**src/rtl/core/gmf_pkg.sv**
```systemverilog
// gmf_pkg: shared types and constants of the GRIB message framer.
// No dependencies; used by gmf_parser, gmf_out_slot and grib_message_framer.
`default_nettype none

package gmf_pkg;

  localparam logic [31:0] MagicWord   = 32'h4752_4942;  // "GRIB"
  localparam logic [31:0] TrailerWord = 32'h3737_3737;  // "7777"

  localparam logic [2:0] StOk         = 3'd0;
  localparam logic [2:0] StNoTrailer  = 3'd1;
  localparam logic [2:0] StTruncated  = 3'd2;
  localparam logic [2:0] StBadEdition = 3'd3;
  localparam logic [2:0] StNotFound   = 3'd4;
  localparam logic [2:0] StTooShort   = 3'd5;

  typedef struct packed {
    logic        hit;
    logic [2:0]  status;
    logic [7:0]  edition;
    logic [31:0] length;
    logic [31:0] start;
  } gmf_res_t;

endpackage

`default_nettype wire

```
**src/rtl/core/gmf_parser.sv**
```systemverilog
// gmf_parser: framing state and single-pass per-byte update.
// Depends on gmf_pkg.
`default_nettype none

module gmf_parser #(
  parameter int POSITION_WIDTH = 32
) (
  input  wire logic             clk_i,
  input  wire logic             rst_ni,
  input  wire logic             step_i,
  input  wire logic [7:0]       data_byte_i,
  input  wire logic             end_of_data_i,
  output gmf_pkg::gmf_res_t     res_o
);

  localparam logic [1:0] PhHunt   = 2'd0;
  localparam logic [1:0] PhHeader = 2'd1;
  localparam logic [1:0] PhBody   = 2'd2;

  logic [1:0]                phase_q, phase_d;
  logic [31:0]               recent_q, recent_d;
  logic [POSITION_WIDTH-1:0] fpos_q, fpos_d;
  logic [POSITION_WIDTH-1:0] mstart_q, mstart_d;
  logic [31:0]               bim_q, bim_d;
  logic [7:0]                ed_q, ed_d;
  logic [31:0]               dl_q, dl_d;

  logic [31:0]               recent_n;
  logic [31:0]               dl_shift;
  logic [31:0]               bim_inc;
  logic [31:0]               lk_len;
  logic [POSITION_WIDTH-1:0] pos_inc;
  logic [POSITION_WIDTH-1:0] pos_magic;
  gmf_pkg::gmf_res_t         res;

  assign recent_n  = {recent_q[23:0], data_byte_i};
  assign dl_shift  = {dl_q[23:0], data_byte_i};
  assign bim_inc   = bim_q + 32'd1;
  assign pos_inc   = fpos_q + POSITION_WIDTH'(1);
  assign pos_magic = fpos_q - POSITION_WIDTH'(3);
  // length becomes known at offset 7 (editions 0/1) or offset 15 (edition 2)
  assign lk_len    = (bim_q == 32'd7) ? dl_q : dl_shift;

  always_comb begin
    phase_d    = phase_q;
    recent_d   = recent_n;
    fpos_d     = pos_inc;
    mstart_d   = mstart_q;
    bim_d      = bim_q;
    ed_d       = ed_q;
    dl_d       = dl_q;
    res.hit    = 1'b0;
    res.status = gmf_pkg::StOk;
    res.edition = 8'd0;
    res.length = 32'd0;
    res.start  = 32'(64'(mstart_q));

    unique case (phase_q)
      PhHunt: begin
        if (recent_n == gmf_pkg::MagicWord) begin
          mstart_d = pos_magic;
          bim_d    = 32'd4;
          dl_d     = 32'd0;
          ed_d     = 8'd0;
          phase_d  = PhHeader;
          if (end_of_data_i) begin
            res.hit    = 1'b1;
            res.status = gmf_pkg::StTruncated;
            res.start  = 32'(64'(pos_magic));
          end
        end else if (end_of_data_i) begin
          res.hit    = 1'b1;
          res.status = gmf_pkg::StNotFound;
          res.start  = 32'(64'(pos_inc));
        end
      end
      PhHeader: begin
        bim_d = bim_inc;
        if (bim_q >= 32'd4 && bim_q <= 32'd6) begin
          dl_d = dl_shift;
        end else if (bim_q == 32'd7) begin
          ed_d = data_byte_i;
          if (data_byte_i == 8'd2) begin
            dl_d = 32'd0;
          end else if (data_byte_i > 8'd2) begin
            res.hit     = 1'b1;
            res.status  = gmf_pkg::StBadEdition;
            res.edition = data_byte_i;
          end
        end else if (bim_q >= 32'd12 && bim_q <= 32'd15) begin
          dl_d = dl_shift;
        end
        if ((bim_q == 32'd7 && data_byte_i <= 8'd1) || bim_q == 32'd15) begin
          if (lk_len < bim_inc) begin
            res.hit     = 1'b1;
            res.status  = gmf_pkg::StTooShort;
            res.edition = ed_d;
            res.length  = lk_len;
          end else if (lk_len == bim_inc) begin
            res.hit     = 1'b1;
            res.status  = (recent_n == gmf_pkg::TrailerWord) ?
                          gmf_pkg::StOk : gmf_pkg::StNoTrailer;
            res.edition = ed_d;
            res.length  = lk_len;
          end else begin
            phase_d = PhBody;
          end
        end
        if (!res.hit && end_of_data_i) begin
          res.hit     = 1'b1;
          res.status  = gmf_pkg::StTruncated;
          res.edition = (bim_q >= 32'd7) ? ed_d : 8'd0;
          res.length  = (phase_d == PhBody) ? dl_d : 32'd0;
        end
      end
      PhBody: begin
        bim_d = bim_inc;
        if (bim_inc == dl_q) begin
          res.hit     = 1'b1;
          res.status  = (recent_n == gmf_pkg::TrailerWord) ?
                        gmf_pkg::StOk : gmf_pkg::StNoTrailer;
          res.edition = ed_q;
          res.length  = dl_q;
        end else if (end_of_data_i) begin
          res.hit     = 1'b1;
          res.status  = gmf_pkg::StTruncated;
          res.edition = ed_q;
          res.length  = dl_q;
        end
      end
      default: begin
        phase_d = PhHunt;
      end
    endcase

    if (res.hit) begin
      phase_d  = PhHunt;
      recent_d = 32'd0;
    end
    if (end_of_data_i) begin
      fpos_d   = '0;
      recent_d = 32'd0;
      phase_d  = PhHunt;
    end
  end

  always_ff @(posedge clk_i or negedge rst_ni) begin
    if (!rst_ni) begin
      phase_q  <= PhHunt;
      recent_q <= 32'd0;
      fpos_q   <= '0;
      mstart_q <= '0;
      bim_q    <= 32'd0;
      ed_q     <= 8'd0;
      dl_q     <= 32'd0;
    end else if (step_i) begin
      phase_q  <= phase_d;
      recent_q <= recent_d;
      fpos_q   <= fpos_d;
      mstart_q <= mstart_d;
      bim_q    <= bim_d;
      ed_q     <= ed_d;
      dl_q     <= dl_d;
    end
  end

  assign res_o = res;

endmodule

`default_nettype wire

```
**src/rtl/core/gmf_out_slot.sv**
```systemverilog
// gmf_out_slot: result register with valid/ready on the output side.
// Depends on gmf_pkg.
`default_nettype none

module gmf_out_slot (
  input  wire logic              clk_i,
  input  wire logic              rst_ni,
  input  wire logic              load_i,
  input  wire gmf_pkg::gmf_res_t res_i,
  input  wire logic              ready_i,
  output logic                   room_o,
  output logic                   valid_o,
  output logic [2:0]             status_o,
  output logic [7:0]             edition_o,
  output logic [31:0]            length_o,
  output logic [31:0]            start_o
);

  logic        valid_q;
  logic [2:0]  status_q;
  logic [7:0]  edition_q;
  logic [31:0] length_q;
  logic [31:0] start_q;

  assign room_o = !valid_q || ready_i;

  always_ff @(posedge clk_i or negedge rst_ni) begin
    if (!rst_ni) begin
      valid_q <= 1'b0;
    end else if (load_i) begin
      valid_q <= 1'b1;
    end else if (ready_i) begin
      valid_q <= 1'b0;
    end
  end

  always_ff @(posedge clk_i) begin
    if (load_i) begin
      status_q  <= res_i.status;
      edition_q <= res_i.edition;
      length_q  <= res_i.length;
      start_q   <= res_i.start;
    end
  end

  assign valid_o   = valid_q;
  assign status_o  = status_q;
  assign edition_o = edition_q;
  assign length_o  = length_q;
  assign start_o   = start_q;

endmodule

`default_nettype wire

```
**src/rtl/core/grib_message_framer.sv**
```systemverilog
// grib_message_framer: frames GRIB edition 0/1/2 messages in a byte stream.
// A report passes from the input register through the combinational parser
// into the result register.
// Throughput: one byte per cycle; the parser stalls only while a report waits.
// Reset (rst_ni, async, active low) empties both registers and starts hunting
// at file position 0. Depends on gmf_pkg, gmf_parser, gmf_out_slot.
`default_nettype none

module grib_message_framer #(
  parameter int POSITION_WIDTH = 32
) (
  input  wire logic        clk_i,
  input  wire logic        rst_ni,
  input  wire logic        in_valid_i,
  output logic             in_ready_o,
  input  wire logic [7:0]  data_byte_i,
  input  wire logic        end_of_data_i,
  output logic             out_valid_o,
  input  wire logic        out_ready_i,
  output logic [2:0]       status_o,
  output logic [7:0]       edition_o,
  output logic [31:0]      message_length_o,
  output logic [31:0]      start_offset_o
);

  logic              in_valid_q;
  logic [7:0]        byte_q;
  logic              eod_q;
  logic              advance;
  logic              room;
  gmf_pkg::gmf_res_t res;

  // beat held in the input register moves on unless its report has no slot
  assign advance    = in_valid_q && (!res.hit || room);
  assign in_ready_o = !in_valid_q || advance;

  always_ff @(posedge clk_i or negedge rst_ni) begin
    if (!rst_ni) begin
      in_valid_q <= 1'b0;
    end else if (in_ready_o) begin
      in_valid_q <= in_valid_i;
    end
  end

  always_ff @(posedge clk_i) begin
    if (in_valid_i && in_ready_o) begin
      byte_q <= data_byte_i;
      eod_q  <= end_of_data_i;
    end
  end

  gmf_parser #(
    .POSITION_WIDTH(POSITION_WIDTH)
  ) u_parser (
    .clk_i        (clk_i),
    .rst_ni       (rst_ni),
    .step_i       (advance),
    .data_byte_i  (byte_q),
    .end_of_data_i(eod_q),
    .res_o        (res)
  );

  gmf_out_slot u_out (
    .clk_i    (clk_i),
    .rst_ni   (rst_ni),
    .load_i   (advance && res.hit),
    .res_i    (res),
    .ready_i  (out_ready_i),
    .room_o   (room),
    .valid_o  (out_valid_o),
    .status_o (status_o),
    .edition_o(edition_o),
    .length_o (message_length_o),
    .start_o  (start_offset_o)
  );

  a_status_range: assert property (@(posedge clk_i) disable iff (!rst_ni)
    out_valid_o |-> status_o <= gmf_pkg::StTooShort)
    else $error("report status out of range");

  a_report_loaded: assert property (@(posedge clk_i) disable iff (!rst_ni)
    advance && res.hit |=> out_valid_o)
    else $error("report lost at result register");

  a_input_held: assert property (@(posedge clk_i) disable iff (!rst_ni)
    in_valid_q && !advance |=> in_valid_q && $stable(byte_q) && $stable(eod_q))
    else $error("stalled input beat changed");

  a_not_found_fields: assert property (@(posedge clk_i) disable iff (!rst_ni)
    out_valid_o && status_o == gmf_pkg::StNotFound |->
      edition_o == 8'd0 && message_length_o == 32'd0)
    else $error("not-found report carries message fields");

endmodule

`default_nettype wire

```
**config.mk**
```make
export PLATFORM = sky130hd
export DESIGN_NAME = grib_message_framer
export DESIGN_NICKNAME = d
export VERILOG_FILES = /design/src/rtl/core/gmf_pkg.sv /design/src/rtl/core/gmf_parser.sv /design/src/rtl/core/gmf_out_slot.sv /design/src/rtl/core/grib_message_framer.sv
export SDC_FILE = /design/constraint.sdc
export NUM_CORES = 1
export LEC_CHECK = 0
export BUFFER_PORTS_ARGS = -buffer_cell sky130_fd_sc_hd__buf_2
export CAP_MARGIN = 25
export CORE_MARGIN = 3
export CORE_UTILIZATION = 30
export DETAILED_ROUTE_END_ITERATION = 12
export PLACE_DENSITY = 0.52
export SETUP_SLACK_MARGIN = 0.1
export SLEW_MARGIN = 20
export SYNTH_ARGS = -nofsm -noshare
export SYNTH_HDL_FRONTEND = slang
export SYNTH_HIERARCHICAL = 1
export SYNTH_SLANG_ARGS = --single-unit
```
**constraint.sdc**
```tcl
create_clock -name clk_i -period 9.15 [get_ports clk_i]
set_input_delay 1.83 -clock clk_i [delete_from_list [all_inputs] [get_ports clk_i]]
set_output_delay 1.83 -clock clk_i [all_outputs]
set_load 0.02 [all_outputs]
```
=== Word level (Yosys, flattened, before mapping) ===
Cells that the tools add are included.

* Logic and storage cells: 112
* Flip-flop bits (word level): 248
* Output and inout bits: 77
* Input bits: 13

* Eq/ne operators: 13
* Add/sub/neg operators: 3
* Magnitude comparators: 8
* Mux-type cells: 49
* Reductions and logical operators: 24

{| class="wikitable"
|+ Operators with widths
! operator !! number
|-
| 2-to-1 mux 32 bit || 13
|-
| 2-to-1 mux 44 bit || 7
|-
| case mux 32 bit (2 select lines) || 2
|-
| case mux 40 bit (2 select lines) || 1
|-
| adder 32 x 1 -> 32 bit, second input constant || 2
|-
| equality test 32 bit || 2
|-
| greater-or-equal comparator 32 x 3 -> 1 bit, second input constant || 2
|-
| 2-to-1 mux 12 bit || 4
|-
| 2-to-1 mux 24 bit || 2
|-
| equality test 32 x 3 -> 1 bit, second input constant || 1
|-
| equality test 32 x 30 -> 1 bit, second input constant || 1
|-
| equality test 32 x 31 -> 1 bit, second input constant || 1
|-
| equality test 32 x 4 -> 1 bit, second input constant || 1
|-
| greater-or-equal comparator 32 x 4 -> 1 bit, second input constant || 1
|-
| <= comparator 32 x 3 -> 1 bit, second input constant || 1
|-
| <= comparator 32 x 4 -> 1 bit, second input constant || 1
|-
| < comparator 32 bit || 1
|-
| 2-to-1 mux 8 bit || 4
|-
| subtractor 32 x 2 -> 32 bit, second input constant || 1
|-
| case mux 8 bit (2 select lines) || 1
|-
| 2-to-1 mux 2 bit || 7
|-
| 2-to-1 mux 4 bit || 3
|-
| case mux 4 bit (3 select lines) || 1
|-
| AND reduction 3 bit || 4
|-
| 16 further kinds || 33
|}

=== Longest topological paths before layout ===
* Word-level depth: 18
* Mapped depth: 26
* Mapped depth without buffers: 23

=== By module ===
The synthesis kept the hierarchy.

{| class="wikitable"
|+ Modules (own cells, without submodules)
! module !! instances !! area an instance (sq um) !! cells an instance !! sequential area each (sq um)
|-
| gmf_parser || 1 || 12683.4 || 1601 || 4053.9
|-
| gmf_out_slot || 1 || 2299.7 || 78 || 2277.2
|-
| grib_message_framer || 1 || 349.1 || 16 || 295.3
|}

=== Worst setup path after synthesis ===
Ideal clock, no wire load.

* Path type: flip-flop to output port
* Start point: register u_parser.bim_q[7]
* End point: output in_ready_o
* Data required time: 7320 ps
* Setup slack: 3264 ps
* Arrival: 4056 ps
* Stages on the path, launching flop included: 19
* Cell sequence: dfrtp_1 buf_2 nor4_1 nand4_1 or2_1 buf_2 nor3_2 clkbuf_1 o21ai_0 ha_1 nand4_1 nor3_1 o311ai_0 and3_1 o21ai_0 nand2_1 a32o_1 o21a_1 nand3b_4

{| class="wikitable"
|+ RTL lines
! what !! RTL line !! text
|-
| start: declaration || gmf_parser.sv:24 || <nowiki>logic [31:0] bim_q, bim_d;</nowiki>
|-
| start signal: assignment || gmf_parser.sv:161 || <nowiki>bim_q <= bim_d;</nowiki>
|-
| end: declaration || grib_message_framer.sv:15 || <nowiki>output logic in_ready_o,</nowiki>
|}

==> flow_metrics.tcl <==
set metrics [dict create \
    postCtsHoldBufs 0 \
    cts_setup_buffers 0 \
    drv_cap 0 \
    fin_tns_setup_ns 0 \
    rsz0062_at_grt "no" \
    layout_commonest_cell "nand2_1" \
    layout_common_cells "nand2_1, dfrtp_1, o21ai_0" \
    synth_nets 1747 \
    wl_per_cell_um 20.98 \
    yosysTopAreaCellShare 0.2677 \
    worstPathCellList "nor4_1 -> nand3_1 -> or2_1 -> nor3_4 -> buf_8 -> o21ai_0 -> ha_1 -> nand4_1 -> nor3_1 -> o311ai_0 -> and3_1 -> o21ai_0 -> nand2_1 -> a32o_1 -> o21a_1 -> nand3b_4 -> buf_2" \
    rr_worst_depth 21 \
    clkSinkCount 248 \
    core_um2 50270 \
    slew_headroom 0.3456 \
    slew_viol_final 0 \
    grt_pass1_wl_um 77450 \
    post-route-util 0.3436 \
    clockBufferDepth 3 \
    hold_violations 0 \
    fin_skew_ns 0.02199 \
    grt_pass1_vias 12454 \
    tightest_slew_ns 0.9816 \
    gr-total-overflow 0 \
    crit_required_ns 7.32 \
    hold_class "register to register" \
    fmax_mhz 127.8 \
    die_area_um2 53860 \
    synth.distinct_cells 85 \
    clk_pin_slew_worst_paths_ns 0.06 \
    critical_path_class "register to output pin" \
    syn2layout_area_growth_pct 12.65 \
    netlist_area_um2 15330 \
    ir_drop_mv 0.1511 \
    initial_core_util 0.3050 \
    ant_nets 0 \
    worst_skew_pair.late_latency_ns 0.60 \
    min_path_cells 2 \
    path_max_fanout 20 \
    cp-end-kind "output pin" \
    design_area_um2 17270 \
    cpMostUsedCell "o21ai_0" \
    antenna_found_initial 0 \
    post-synth-top-area-cell "dfrtp_1" \
    fin_cells 2390 \
    drive_gt1_frac 0.1187 \
    globalplace.congestion 0.9396 \
    outcome "complete, no violations" \
    cp.depth 17 \
    ys.flop_type "dfrtp_1" \
    die_x_um 232.1 \
    synth_seq_cells 248 \
    postSynthAreaPerCell_um2 9.046 \
    fin_crit_sh 0.8550 \
    drt_pass1_iterations 5 \
    startpoint_type "register" \
    track_usage 0.1840 \
    ioPinCount 90 \
    reg2reg_setup_slack_ns 2.14 \
    cp_top_family "simple AND/OR/NAND/NOR gates" \
    portBuffers 89 \
    setup_viol 0 \
    vias_per_cell 5.444 \
    critical_path_arrival_ns 5.99 \
    synthArstFlopShare 0.6613 \
    yosysSeqAreaShare 0.4322 \
    cts_tree "done" \
    fin_crit_ns 7.823 \
    max_stage_delay_ns 0.60 \
    yosys_warnings 6 \
    dpl.cell_count 2332 \
    post_cts_resized 0 \
    routed_wl_um 50150 \
    num_vias 13011 \
    powerDensity_nw_per_um2 203.0 \
    p_leak_uw 0.006728 \
    synthCells 1695 \
    ys_top_cells_by_area "dfrtp_1, edfxtp_1, nand2_1" \
    initialDrtViolationCount 1201 \
    nets 1747 \
    worstPathBufferInverterCount 2 \
    n_antenna_cell 0 \
    hpwl_um 35640 \
    cts_buffers 30 \
    rows 82 \
    htree_levels 1 \
    crit_slowest_cell "nor4_1" \
    synth_edf_count 84 \
    cts_root_buffer "clkbuf_16" \
    grt_max_degree 72 \
    hold_ws_ns 0.4779 \
    die_y_um 232.1 \
    drc_errors 0 \
    fill_cells 5223 \
    placed_cell_area_um2 16240 \
]
power by group:
part           internal (uW)  switching, uW  leakage, uW
clock                    685            505     0.000481
combinational            339            603      0.00318
sequential              1250            122      0.00307
total                   2280           1230      0.00673
cell usage after synthesis, types with 4 or more instances:
library cell and count:
o21ai_0 150, mux2i_1 19, a2111oi_0 9, xor2_1 33, clkbuf_1 98, a31oi_1 7, mux2_2 9, dfrtp_1 164
xnor3_1 4, nand4_1 35, buf_2 29, o32ai_1 26, nor2_1 86, and3_1 20, a22o_1 47, or3_1 15
nand2_1 233, o21ai_1 39, nand2b_1 8, and2_1 11, nand3b_1 5, edfxtp_1 84, nor2b_1 5, nor4_1 30
buf_4 8, ha_1 39, xnor2_1 72, nor3_1 52, nand3_1 46, a21oi_1 64, o31ai_1 19, o41ai_1 5
o2bb2ai_1 29, inv_1 82, a21o_1 6, and4_1 12, or2_2 5, or4_1 8
registers in the layout, summed over array words and instances (netlist names), 2 cells and up:
register,cells
u_parser/phase_q,2
u_out/start_o,32
u_out/status_o,3
u_parser/dl_q,32
u_out/length_o,32
u_parser/ed_q,8
u_parser/fpos_q,32
u_parser/bim_q,32
u_out/edition_o,8
u_parser/recent_q,24
u_parser/mstart_q,32
byte_q,8
per-stage QoR:
stage,total power [uW],worst slack [ns]
detailed placement,2326,1.686
floorplan,2027,3.264
global route,3707,0.8665
finish,3505,1.327
global placement,2313,1.965
CTS,3537,1.052
metal layers:
layer,vias to the layer above,part of all wire,global-route usage
met1,6301,0.47,0.2682
met5,-,0,0
met3,88,0.066,0.02662
met2,452,0.44,0.2826
met4,0,0.026,0.05345
li1,6170,-,-
final timing paths:
check	from	endpoint
worst min register to register	u_parser/mstart_q[9]	u_parser/mstart_q[9]
worst min-delay path	u_parser/mstart_q[9]	u_parser/mstart_q[9]
worst max register to register	u_parser/bim_q[21]	u_parser/dl_q[11]
worst max-delay path	u_parser/bim_q[21]	in_ready_o
max in group asynchronous	rst_ni	u_parser/mstart_q[25]
min in group asynchronous	rst_ni	u_parser/bim_q[13]
logic make-up after synthesis:
family,Yosys count,synth area share
and+or+nand+nor,603,0.2002
AOI/OAI and AO/OA,446,0.1907
DFF,248,0.4322
buffers and inverters,222,0.06022
xor gates and xnor gates,109,0.06586
adders and majority gates,39,0.03183
muxes,28,0.01901
layout make-up:
class	count	area (um^2)	share of cell area
multi-input cells	1225	7854	0.4547
flip-flops and latches	248	6626	0.3837
well taps	672	840.8	0.04868
clock buffers	39	814.5	0.04716
repair buffers	108	665.6	0.03854
inverters	82	307.8	0.01782
clock inverters	16	162.7	0.009418
worst reg2reg max path, cell delays in order, from the launching register on:
cell,delay (ns)
dfrtp_1,0.54
nor4_1,0.61
nand3_1,0.20
or2_1,0.39
nor3_4,0.53
buf_8,0.25
o21ai_0,0.11
ha_1,0.33
nand4_1,0.14
nor3_1,0.40
o311ai_0,0.28
and3_1,0.26
o21ai_0,0.45
nand2_1,0.13
a32o_1,0.25
o21a_1,0.26
a21boi_4,0.33
clkinv_1,0.15
a21oi_1,0.37
o21ai_1,0.18
a21o_2,0.46
a22o_1,0.29
No activity file was read; power rests on OpenSTA's default activity.
